`src/design/jtlsm_pkg.sv`:
```
// ----------------------------------------------------------------------------
// jtlsm_pkg
// Shared types and constants of the joint torque and lean safety monitor.
// ----------------------------------------------------------------------------
package jtlsm_pkg;

  localparam int MAX_JOINTS_DEF = 32;
  localparam int QUEUE_DEPTH    = 4;
  localparam int RESULT_DEPTH   = 2;

  localparam int CFG_IDX_W  = 2;
  localparam int CFG_DATA_W = 15;
  localparam int JOINT_W    = 5;

  // Product widths: 17 x 17 signed products, exact
  localparam int PROD_W  = 34;
  localparam int TAU_W   = PROD_W + 1;
  localparam int BOUND_W = 26;

  localparam logic [14:0] MAX_LEAN_RST     = 15'd2145;
  localparam logic [9:0]  TORQUE_SCALE_RST = 10'd256;
  localparam logic        TORQUE_EN_RST    = 1'b1;

  typedef enum logic [CFG_IDX_W-1:0] {
    CFG_MAX_LEAN     = 2'd0,
    CFG_TORQUE_SCALE = 2'd1,
    CFG_TORQUE_EN    = 2'd2,
    CFG_UNUSED       = 2'd3
  } cfg_idx_t;

  typedef enum logic [1:0] {
    CAUSE_NONE   = 2'd0,
    CAUSE_LEAN   = 2'd1,
    CAUSE_TORQUE = 2'd2,
    CAUSE_RSVD   = 2'd3
  } cause_t;

  typedef struct packed {
    logic [14:0] max_lean;
    logic [9:0]  torque_scale;
    logic        torque_check_en;
  } cfg_t;

  typedef struct packed {
    logic signed [PROD_W-1:0] prod_p;
    logic signed [PROD_W-1:0] prod_d;
    logic [BOUND_W-1:0]       bound;
    logic                     lean_fail;
    logic                     first;
    logic                     last;
  } front_item_t;

  typedef struct packed {
    logic               safe;
    cause_t             cause;
    logic [JOINT_W-1:0] fault_joint;
  } result_t;

endpackage

```
`src/design/jtlsm_fifo.sv`:
```
// ----------------------------------------------------------------------------
// jtlsm_fifo
// Small register queue with push/full and pop/empty, head shown while not empty.
// ----------------------------------------------------------------------------
module jtlsm_fifo #(
  parameter int WIDTH = 8,
  parameter int DEPTH = 4
) (
  input  logic             clk,
  input  logic             rst_n,
  input  logic             push,
  input  logic [WIDTH-1:0] push_data,
  output logic             full,
  input  logic             pop,
  output logic [WIDTH-1:0] pop_data,
  output logic             empty
);

  localparam int PW = (DEPTH > 1) ? $clog2(DEPTH) : 1;
  localparam int CW = $clog2(DEPTH + 1);
  localparam logic [PW-1:0] LastPtr = PW'(DEPTH - 1);
  localparam logic [CW-1:0] DepthC  = CW'(DEPTH);

  logic [WIDTH-1:0] mem_r [DEPTH];
  logic [PW-1:0]    wr_ptr_r, wr_ptr_nxt;
  logic [PW-1:0]    rd_ptr_r, rd_ptr_nxt;
  logic [CW-1:0]    count_r, count_nxt;
  logic             do_push, do_pop;

  assign full     = (count_r == DepthC);
  assign empty    = (count_r == '0);
  assign do_push  = push && !full;
  assign do_pop   = pop && !empty;
  assign pop_data = mem_r[rd_ptr_r];

  always_comb begin
    wr_ptr_nxt = wr_ptr_r;
    rd_ptr_nxt = rd_ptr_r;
    count_nxt  = count_r;
    if (do_push) begin
      wr_ptr_nxt = (wr_ptr_r == LastPtr) ? '0 : wr_ptr_r + 1'b1;
    end
    if (do_pop) begin
      rd_ptr_nxt = (rd_ptr_r == LastPtr) ? '0 : rd_ptr_r + 1'b1;
    end
    if (do_push && !do_pop) begin
      count_nxt = count_r + 1'b1;
    end else if (do_pop && !do_push) begin
      count_nxt = count_r - 1'b1;
    end
  end

  always_ff @(posedge clk) begin
    if (!rst_n) begin
      wr_ptr_r <= '0;
      rd_ptr_r <= '0;
      count_r  <= '0;
    end else begin
      wr_ptr_r <= wr_ptr_nxt;
      rd_ptr_r <= rd_ptr_nxt;
      count_r  <= count_nxt;
    end
  end

  always_ff @(posedge clk) begin
    if (do_push) begin
      mem_r[wr_ptr_r] <= push_data;
    end
  end

endmodule

```
`src/design/jtlsm_front.sv`:
```
// ----------------------------------------------------------------------------
// jtlsm_front
// Accepts joint items, forms the three products and the lean test, and
// hands each classified item to the joint queue.
// ----------------------------------------------------------------------------
module jtlsm_front (
  input  logic                     clk,
  input  logic                     rst_n,
  input  jtlsm_pkg::cfg_t          cfg,
  input  logic                     in_push,
  output logic                     in_full,
  input  logic signed [15:0]       in_roll,
  input  logic signed [15:0]       in_pitch,
  input  logic signed [15:0]       in_pos_cmd,
  input  logic signed [15:0]       in_q_meas,
  input  logic signed [15:0]       in_dq_meas,
  input  logic [15:0]              in_gain_p,
  input  logic [15:0]              in_gain_d,
  input  logic [15:0]              in_tau_max,
  input  logic                     in_first,
  input  logic                     in_last,
  output logic                     q_push,
  output jtlsm_pkg::front_item_t   q_item,
  input  logic                     q_full
);

  logic                                valid_r, valid_nxt;
  jtlsm_pkg::front_item_t              item_r;
  logic                                accept;
  logic signed [16:0]                  pos_err;
  logic signed [16:0]                  kp_s, kd_s, dq_s;
  logic signed [jtlsm_pkg::PROD_W-1:0] prod_p, prod_d;
  logic [jtlsm_pkg::BOUND_W-1:0]       bound;
  logic [15:0]                         abs_roll, abs_pitch, lean;

  assign in_full = valid_r && q_full;
  assign accept  = in_push && !in_full;
  assign q_push  = valid_r;
  assign q_item  = item_r;

  assign pos_err = $signed({in_pos_cmd[15], in_pos_cmd}) -
                   $signed({in_q_meas[15], in_q_meas});
  assign kp_s    = $signed({1'b0, in_gain_p});
  assign kd_s    = $signed({1'b0, in_gain_d});
  assign dq_s    = $signed({in_dq_meas[15], in_dq_meas});

  // products sized by their targets, so every bit is kept
  assign prod_p = pos_err * kp_s;
  assign prod_d = dq_s * kd_s;
  assign bound  = in_tau_max * cfg.torque_scale;

  // 16-bit magnitude holds 32768 for the most negative angle
  assign abs_roll  = in_roll[15]  ? (~in_roll + 16'd1)  : in_roll;
  assign abs_pitch = in_pitch[15] ? (~in_pitch + 16'd1) : in_pitch;
  assign lean      = (abs_roll > abs_pitch) ? abs_roll : abs_pitch;

  assign valid_nxt = accept || (valid_r && q_full);

  always_ff @(posedge clk) begin
    if (!rst_n) begin
      valid_r <= 1'b0;
    end else begin
      valid_r <= valid_nxt;
    end
  end

  always_ff @(posedge clk) begin
    if (accept) begin
      item_r.prod_p    <= prod_p;
      item_r.prod_d    <= prod_d;
      item_r.bound     <= bound;
      item_r.lean_fail <= in_first && (lean > {1'b0, cfg.max_lean});
      item_r.first     <= in_first;
      item_r.last      <= in_last;
    end
  end

endmodule

```
`src/design/jtlsm_back.sv`:
```
// ----------------------------------------------------------------------------
// jtlsm_back
// Finishes the torque check, keeps the frame fault latch and joint index,
// and writes one result per frame into the result queue.
// ----------------------------------------------------------------------------
module jtlsm_back #(
  parameter int MAX_JOINTS = jtlsm_pkg::MAX_JOINTS_DEF
) (
  input  logic                   clk,
  input  logic                   rst_n,
  input  logic                   torque_check_en,
  input  logic                   q_empty,
  input  jtlsm_pkg::front_item_t q_item,
  output logic                   q_pop,
  output logic                   r_push,
  output jtlsm_pkg::result_t     r_item,
  input  logic                   r_full
);

  localparam int TopInt = ((MAX_JOINTS < 32) ? MAX_JOINTS : 32) - 1;
  localparam logic [jtlsm_pkg::JOINT_W-1:0] TopIndex = TopInt[jtlsm_pkg::JOINT_W-1:0];

  logic                              latched_r, latched_nxt;
  jtlsm_pkg::cause_t                 cause_r, cause_nxt;
  logic [jtlsm_pkg::JOINT_W-1:0]     index_r, index_nxt;
  logic [jtlsm_pkg::JOINT_W-1:0]     count_r, count_nxt;

  logic                              lat_v;
  jtlsm_pkg::cause_t                 cause_v;
  logic [jtlsm_pkg::JOINT_W-1:0]     index_v, count_v;
  logic signed [jtlsm_pkg::TAU_W-1:0] tau;
  logic [jtlsm_pkg::TAU_W-1:0]       tau_mag;
  logic [jtlsm_pkg::TAU_W-1:0]       bound_x4;
  logic                              torque_fail;

  assign q_pop  = !q_empty && !r_full;
  assign r_push = q_pop && q_item.last;

  assign tau = jtlsm_pkg::TAU_W'(q_item.prod_p) - jtlsm_pkg::TAU_W'(q_item.prod_d);
  assign tau_mag  = tau[jtlsm_pkg::TAU_W-1] ? jtlsm_pkg::TAU_W'(-tau)
                                            : jtlsm_pkg::TAU_W'(tau);
  assign bound_x4 = jtlsm_pkg::TAU_W'({q_item.bound, 2'b00});

  always_comb begin
    // a first item restarts the frame before its own checks
    lat_v   = q_item.first ? q_item.lean_fail : latched_r;
    cause_v = q_item.first ? (q_item.lean_fail ? jtlsm_pkg::CAUSE_LEAN
                                               : jtlsm_pkg::CAUSE_NONE)
                           : cause_r;
    index_v = q_item.first ? '0 : index_r;
    count_v = q_item.first ? '0 : count_r;

    torque_fail = !lat_v && torque_check_en && (tau_mag > bound_x4);

    latched_nxt = lat_v;
    cause_nxt   = cause_v;
    index_nxt   = index_v;
    if (torque_fail) begin
      latched_nxt = 1'b1;
      cause_nxt   = jtlsm_pkg::CAUSE_TORQUE;
      index_nxt   = count_v;
    end
    count_nxt = (count_v < TopIndex) ? count_v + 1'b1 : count_v;

    r_item.safe        = !latched_nxt;
    r_item.cause       = latched_nxt ? cause_nxt : jtlsm_pkg::CAUSE_NONE;
    r_item.fault_joint = (latched_nxt && cause_nxt == jtlsm_pkg::CAUSE_TORQUE) ?
                         index_nxt : '0;

    // drop the frame state once reported
    if (q_item.last) begin
      latched_nxt = 1'b0;
      cause_nxt   = jtlsm_pkg::CAUSE_NONE;
      index_nxt   = '0;
      count_nxt   = '0;
    end
  end

  always_ff @(posedge clk) begin
    if (!rst_n) begin
      latched_r <= 1'b0;
      cause_r   <= jtlsm_pkg::CAUSE_NONE;
      index_r   <= '0;
      count_r   <= '0;
    end else if (q_pop) begin
      latched_r <= latched_nxt;
      cause_r   <= cause_nxt;
      index_r   <= index_nxt;
      count_r   <= count_nxt;
    end
  end

endmodule

```
`src/design/joint_torque_lean_safety_monitor_core.sv`:
```
// ----------------------------------------------------------------------------
// joint_torque_lean_safety_monitor_core
// Per-frame joint torque and body lean safety monitor.
//
//   channel  handshake              payload
//   in_      in_push / in_full      roll, pitch, pos_cmd, q_meas, dq_meas,
//                                   gain_p, gain_d, tau_max, first, last
//   out_     out_pop / out_empty    safe, cause, fault_joint
//   cfg_     cfg_valid / cfg_ready  cfg_index, cfg_data
//
// One item per cycle sustained while the result side does not stall, set by the
// registered product stage in the front and the latch update in the back. A result
// reaches the out_ ports through the front item register, the joint queue and the
// result queue.
// Reset clears queues, fault latch and joint index and loads register
// defaults. A stalled result side fills the joint queue, then raises in_full.
// ----------------------------------------------------------------------------
module joint_torque_lean_safety_monitor_core #(
  parameter int MAX_JOINTS   = jtlsm_pkg::MAX_JOINTS_DEF,
  parameter int QUEUE_DEPTH  = jtlsm_pkg::QUEUE_DEPTH,
  parameter int RESULT_DEPTH = jtlsm_pkg::RESULT_DEPTH
) (
  input  logic                                 clk,
  input  logic                                 rst_n,
  input  logic                                 cfg_valid,
  output logic                                 cfg_ready,
  input  logic [jtlsm_pkg::CFG_IDX_W-1:0]      cfg_index,
  input  logic [jtlsm_pkg::CFG_DATA_W-1:0]     cfg_data,
  input  logic                                 in_push,
  output logic                                 in_full,
  input  logic signed [15:0]                   in_roll,
  input  logic signed [15:0]                   in_pitch,
  input  logic signed [15:0]                   in_pos_cmd,
  input  logic signed [15:0]                   in_q_meas,
  input  logic signed [15:0]                   in_dq_meas,
  input  logic [15:0]                          in_gain_p,
  input  logic [15:0]                          in_gain_d,
  input  logic [15:0]                          in_tau_max,
  input  logic                                 in_first,
  input  logic                                 in_last,
  input  logic                                 out_pop,
  output logic                                 out_empty,
  output logic                                 out_safe,
  output logic [1:0]                           out_cause,
  output logic [jtlsm_pkg::JOINT_W-1:0]        out_fault_joint
);

  localparam int ItemW   = $bits(jtlsm_pkg::front_item_t);
  localparam int ResultW = $bits(jtlsm_pkg::result_t);

  jtlsm_pkg::cfg_t          cfg_r, cfg_nxt;
  logic                     q_push, q_full, q_pop, q_empty;
  jtlsm_pkg::front_item_t   q_wr_item, q_rd_item;
  logic                     r_push, r_full;
  jtlsm_pkg::result_t       r_wr_item, r_rd_item;

  assign cfg_ready = 1'b1;

  always_comb begin
    cfg_nxt = cfg_r;
    if (cfg_valid) begin
      case (jtlsm_pkg::cfg_idx_t'(cfg_index))
        jtlsm_pkg::CFG_MAX_LEAN:     cfg_nxt.max_lean        = cfg_data[14:0];
        jtlsm_pkg::CFG_TORQUE_SCALE: cfg_nxt.torque_scale    = cfg_data[9:0];
        jtlsm_pkg::CFG_TORQUE_EN:    cfg_nxt.torque_check_en = cfg_data[0];
        default:                     cfg_nxt = cfg_r;
      endcase
    end
  end

  always_ff @(posedge clk) begin
    if (!rst_n) begin
      cfg_r.max_lean        <= jtlsm_pkg::MAX_LEAN_RST;
      cfg_r.torque_scale    <= jtlsm_pkg::TORQUE_SCALE_RST;
      cfg_r.torque_check_en <= jtlsm_pkg::TORQUE_EN_RST;
    end else begin
      cfg_r <= cfg_nxt;
    end
  end

  jtlsm_front u_front (
    .clk             (clk),
    .rst_n           (rst_n),
    .cfg             (cfg_r),
    .in_push         (in_push),
    .in_full         (in_full),
    .in_roll         (in_roll),
    .in_pitch        (in_pitch),
    .in_pos_cmd      (in_pos_cmd),
    .in_q_meas       (in_q_meas),
    .in_dq_meas      (in_dq_meas),
    .in_gain_p       (in_gain_p),
    .in_gain_d       (in_gain_d),
    .in_tau_max      (in_tau_max),
    .in_first        (in_first),
    .in_last         (in_last),
    .q_push          (q_push),
    .q_item          (q_wr_item),
    .q_full          (q_full)
  );

  jtlsm_fifo #(
    .WIDTH (ItemW),
    .DEPTH (QUEUE_DEPTH)
  ) u_joint_queue (
    .clk       (clk),
    .rst_n     (rst_n),
    .push      (q_push),
    .push_data (q_wr_item),
    .full      (q_full),
    .pop       (q_pop),
    .pop_data  (q_rd_item),
    .empty     (q_empty)
  );

  jtlsm_back #(
    .MAX_JOINTS (MAX_JOINTS)
  ) u_back (
    .clk             (clk),
    .rst_n           (rst_n),
    .torque_check_en (cfg_r.torque_check_en),
    .q_empty         (q_empty),
    .q_item          (q_rd_item),
    .q_pop           (q_pop),
    .r_push          (r_push),
    .r_item          (r_wr_item),
    .r_full          (r_full)
  );

  jtlsm_fifo #(
    .WIDTH (ResultW),
    .DEPTH (RESULT_DEPTH)
  ) u_result_queue (
    .clk       (clk),
    .rst_n     (rst_n),
    .push      (r_push),
    .push_data (r_wr_item),
    .full      (r_full),
    .pop       (out_pop),
    .pop_data  (r_rd_item),
    .empty     (out_empty)
  );

  assign out_safe        = r_rd_item.safe;
  assign out_cause       = r_rd_item.cause;
  assign out_fault_joint = r_rd_item.fault_joint;

endmodule

```
`config.mk`:
```
export PLATFORM = sky130hd
export DESIGN_NAME = joint_torque_lean_safety_monitor_core
export DESIGN_NICKNAME = d
export VERILOG_FILES = /design/src/design/jtlsm_pkg.sv /design/src/design/jtlsm_fifo.sv /design/src/design/jtlsm_front.sv /design/src/design/jtlsm_back.sv /design/src/design/joint_torque_lean_safety_monitor_core.sv
export SDC_FILE = /design/constraint.sdc
export NUM_CORES = 2
export LEC_CHECK = 0
export BUFFER_PORTS_ARGS = -buffer_cell sky130_fd_sc_hd__buf_2
export CAP_MARGIN = 20
export CORE_MARGIN = 10
export CORE_UTILIZATION = 65
export DETAILED_ROUTE_END_ITERATION = 10
export GPL_TIMING_DRIVEN = 0
export PLACE_DENSITY = 0.88
export SYNTH_ARGS = -nofsm -noshare
export SYNTH_HDL_FRONTEND = slang
export SYNTH_SLANG_ARGS = --single-unit
```
`constraint.sdc`:
```
create_clock -name clk -period 13 [get_ports clk]
set_clock_uncertainty 0.05 [all_clocks]
set_input_delay 1.95 -clock clk [delete_from_list [all_inputs] [get_ports clk]]
set_output_delay 1.95 -clock clk [all_outputs]
set_load 0.05 [all_outputs]
```
---- Word level (Yosys, flattened, before mapping) ----
Memory sizes are Yosys's and may differ from the RTL's. A register that Yosys moved wholly into a read port is not among the register bits.
Cells that the tools add are included.
word-level totals
  register bits ........................... 148
  bits in writable memories ............... 404
  bits of input ports ..................... 152
  logic and storage cells ................. 123
  memories ................................ 2
cells by class
  add/sub/neg operators ................... 14
  $mul .................................... 3
  magnitude comparators ................... 4
  equal/unequal tests ..................... 7
  muxes and demuxes ....................... 35
  bitwise gates (word level) .............. 2
  reduce and logical (&&, ||, !) cells .... 36
memory list
  name                  depth  width  rd ports  clocked after memory_dff  write ports  RTL line          source
  u_joint_queue.mem_r   4      97     1         1                         1            jtlsm_fifo.sv:24  logic [WIDTH-1:0] mem_r [DEPTH];
  u_result_queue.mem_r  2      8      1         1                         1            jtlsm_fifo.sv:24
operator list
  cell                                                              count
  16-bit two-way mux                                                3
  35-bit by 28-bit greater-than comparator with 1-bit output        1
  35-bit two-way mux                                                1
  5-bit two-way mux                                                 7
  35-bit negator                                                    1
  34-bit by 34-bit subtractor with 35-bit output                    1
  17-bit by 17-bit multiplier with 34-bit output                    1
  16-bit by 17-bit multiplier with 33-bit output                    1
  16-bit by 1-bit adder with 16-bit output (second input constant)  2
  16-bit inverter                                                   2
  16-bit by 10-bit multiplier with 26-bit output                    1
  2-bit two-way mux                                                 10
  16-bit by 16-bit subtractor with 17-bit output                    1
  16-bit by 15-bit greater-than comparator with 1-bit output        1
  16-bit greater-than comparator                                    1
  1-bit logical AND                                                 16
  1-bit two-way mux                                                 12
  1-bit zero test                                                   11
  2-bit == test (second input constant)                             5
  2-bit by 1-bit adder with 2-bit output (second input constant)    3
  3-bit two-way mux                                                 2
  2-bit AND reduction                                               3
  5-bit by 1-bit adder with 5-bit output (second input constant)    1
  5-bit less-than comparator (second input constant)                1
  other kinds (10)                                                  13

---- Logic depth before layout (Yosys ltp) ----
  word-level depth ........................ 9
  depth in mapped cells ................... 40
  depth with buffers taken out ............ 39

---- By module ----
A second synthesis with hierarchy kept.
unflattened totals
  cells, all modules ...................... 4600
  area total of the unflattened synthesis .. 50500.9 sq um
by module, submodules not included
  module                                 instances  cells each  area an instance (sq um)
  jtlsm_front                            1          3173        29314.4
  jtlsm_fifo at u_joint_queue            1          558         14458.9
  jtlsm_back                             1          709         4853.4
  joint_torque_lean_safety_monitor_core  1          110         1064.8
  jtlsm_fifo at u_result_queue           1          50          809.5

---- Least setup slack after synthesis ----
No wires, ideal clock.
  path kind ............................... in2reg
  start point ............................. in in_pos_cmd[0]
  end point ............................... reg u_front.item_r (netlist bit u_front.q_item[96]), data pin
  setup time .............................. 0.265 ns
  arrival time ............................ 10.354 ns
  data required time ...................... 12.685 ns
  slack ................................... 2.330 ns
  stages .................................. 37
  cell sequence ........................... inv_1 > ha_1 > fa_1 > nor2b_1 > o21ai_0 > a21boi_0 > o21ai_0 > a21boi_0 > o21ai_0 > a21boi_0 > o21ai_0 > a21boi_0 > o21ai_0 > nor2b_1 > xnor2_1 > clkbuf_1 > nand2_1 > fa_1 > fa_1 > fa_1 > inv_1 > fa_1 > fa_1 > inv_1 > fa_1 > inv_1 > ha_1 > or3_1 > a211oi_1 > nor4_1 > or3_1 > a21oi_1 > o21ai_0 > a41oi_1 > a21oi_1 > a221oi_1 > xnor2_1
on the way
  cells in the longest elaborated chain, start to end .. 2
RTL lines
  element                                         RTL line                                     source
  from (decl)                                     joint_torque_lean_safety_monitor_core.sv:33  input logic signed [15:0] in_pos_cmd,
  16-bit by 16-bit subtractor with 17-bit output  jtlsm_front.sv:41                            assign pos_err = $signed({in_pos_cmd[15], in_pos_cmd}) -
  17-bit by 17-bit multiplier with 34-bit output  jtlsm_front.sv:48                            assign prod_p = pos_err * kp_s;
  net u_front.prod_p (one bit)                    jtlsm_front.sv:32                            logic signed [jtlsm_pkg::PROD_W-1:0] prod_p, prod_d;
  to (decl)                                       jtlsm_front.sv:28                            jtlsm_pkg::front_item_t item_r;
The timed path passes the listed nets, and every way through them passes these cells.
A chain may end at the register's enable or synchronous reset.

---- Final worst setup path ----
Ends and elaborated chain as after synthesis.

==> flow_summary.toml <==
[worst_hold_path]
min_from = "cfg_r[12]"
hp-class = "reg2reg"
hold_depth = 2
hold_end = "cfg_r[12]"

[placement]
dpl_worst_slack_ns = 0.329
gp_congestion = 0.963
port_buffers = 146
dp_hpwl_mm = 95.3

[clock_tree]
cts-resized-gates = 0
cts_buffers = 54
clock_latency_ns = 0.63
cts.sinks = 550
hold_buffers = 0
clk_pin_slew_worst_paths_ns = 0.07
cts-root-buf = "clkbuf_16"
cts-htree-levels = 2
cts_tree = "done"
post_cts_buffers = 0
clock_path_buffers = 3

[synthesis]
async_flop_share = 0
synth.most_common_cell = "inv_1"
yosysWarningCount = 0
yosys-top-cells-count = "inv_1, fa_1, nand2_1, edfxtp_1, ha_1"
synth.area.top_cells = "edfxtp_1, fa_1, ha_1"
synth_top_cell_area_share = 0.298
ys_seq_elements = 550
synth_top_area_cell = "edfxtp_1"
synth_fp_nets = 5714
ys_seq_area_frac = 0.320
synth_cells = 4588
synth.cell_area_um2 = 49900
ys_types = 88
yosys_most_used_dff = "edfxtp_1"
synth-edff-count = 496
avgSynthCellArea_um2 = 10.9

[route]
wl_per_cell_um = 21.7
drt_wl_total_mm = 127
drc = 0
ant_nets = 0
vias_per_cell = 6.10
num_vias = 35900
drt-initial-drc-count = 3591
dr.pass1.iters = 8

[sta]
rsz0062_at_grt = "false"
hold_violations = 0
slew_headroom = 0.229
slew_violations = 0
fmax_ghz = 0.0812
fin_setup_tns_ns = 0
finalSetupViolCount = 0
worstMarginPinSlew_ns = 1.14
hold_ws_ns = 0.417
post-route-period-util = 0.947
worst_slack_ns = 0.692
fin_crit_ns = 12.31

[die]
ios = 163
initial_utilization = 0.656
core-area_um2 = 76100
die_x_um = 297
die_y_um = 297
rows = 101
dieArea_um2 = 88300

[run_status]
status = "finished, final reports clean"

[setup_path]
reg2reg_to = "u_back.index_r[4]"
startpoint = "in_pos_cmd[0]"
critPathTopFamily = "adder cells"
crit_top_cell = "fa_1"
cpMaxStageDelayCell = "xnor2_1"
crit_arrival_ns = 12.63
crit_buf_inv = 6
start_kind = "primary input"
r2r_cells = 32
cp_max_fo = 10
crit_type = "in2reg"
cpPeakStageDelay_ns = 0.74
crit_path_end_kind = "flip-flop"
required_ns = 13.32
reg2reg_slack_ns = 3.12

[grt]
overflow = 0
grt_first_pass_wirelength_mm = 204
antenna_found_initial = 5
first_global_vias = 38500
grt_usage = 0.290
grt_start_max_net_pins = 62

[cells_and_area]
drive_gt1_frac = 0.0816
diodes = 0
area_delta_synth_final_pct = 8.26
final_nets = 5931

[job]
max_cap_violations = 0
-- layout by cell type, fill, tap and decap left out, drive strengths merged, types with 36 or more instances in the layout --
master and instances:
a21o 47, a21oi 120, and2 288, buf 178, clkbuf 226, dfxtp 54
edfxtp 496, fa 586, ha 388, inv 838, mux4 96, nand2 517
nand2b 41, nand3 72, nor2 134, nor2b 71, nor3 36, o21ai 89
xnor2 95, xor2 65
-- state kept, by name, summed over array words and instances (netlist names), named ones only --
name                     cells
u_back.count_r               5
u_result_queue.mem_r        16
u_result_queue.wr_ptr_r      1
u_front.q_item              96
u_joint_queue.rd_ptr_r       2
u_joint_queue.mem_r        384
u_joint_queue.count_r        3
u_result_queue.count_r       2
u_joint_queue.wr_ptr_r       2
u_front.q_push               1
cfg_r                       26
u_back.latched_r             1
u_back.index_r               5
u_back.cause_r               2
u_result_queue.rd_ptr_r      1
-- worst min-delay path, cell delays in order (launching register included) --
cell      delay [ns]
dfxtp_1         0.31
nand2_1         0.05
a21boi_0        0.06
-- metal layers --
metal	GRT usage	vias up	wire, um
met5	0	-	48
met4	0.139	8	6890
met3	0.0616	522	11900
met2	0.495	2043	63300
met1	0.346	17800	45300
li1	-	15500	-
-- worst max-delay path by stage --
stage	cells past startpoint	slack [ns]	end
after floorplan	37	2.33	u_front.q_item[96]
after global placement	38	0.60	u_front.q_item[96]
after detailed placement	38	0.33	u_front.q_item[96]
after CTS	38	0.92	u_front.q_item[96]
after global routing	38	0.08	u_front.q_item[96]
final	38	0.69	u_front.q_item[96]
-- cell families (layout without fill, tap and decap cells) --
family,Yosys count,after routing,share of synthesized area
XOR/XNOR,160,160,0.0281
AO/OA/AOI/OAI,470,470,0.0631
multiplexers,136,136,0.0516
AND/OR/NAND/NOR,1286,1286,0.129
other,1,1,0.0000751
buffers and inverters,1011,1274,0.0765
flip-flops,550,550,0.320
adder cells (fa/ha/maj),974,974,0.332
-- stage by stage --
step                      std cells  utilization  area, um2
after floorplan                4588            -      49900
after global placement         5764        0.683      52000
after detailed placement       5774        0.686      52200
after CTS                      5876        0.710      54000
after global routing           5881        0.711      54100
final                          5881        0.711      54100
-- final cells by class --
class	instances	area (um2)
plain buffers	182	709
inverters	829	3110
fillers	4954	22000
well taps	1030	1290
clock inverters	41	368
flip-flops and latches	550	16000
repair buffers	161	1020
multi-input cells	3027	30200
clock buffers	61	1430
Power is not shown: default switching activity piles up to over one toggle a cycle in this logic, so the estimate is an artifact.
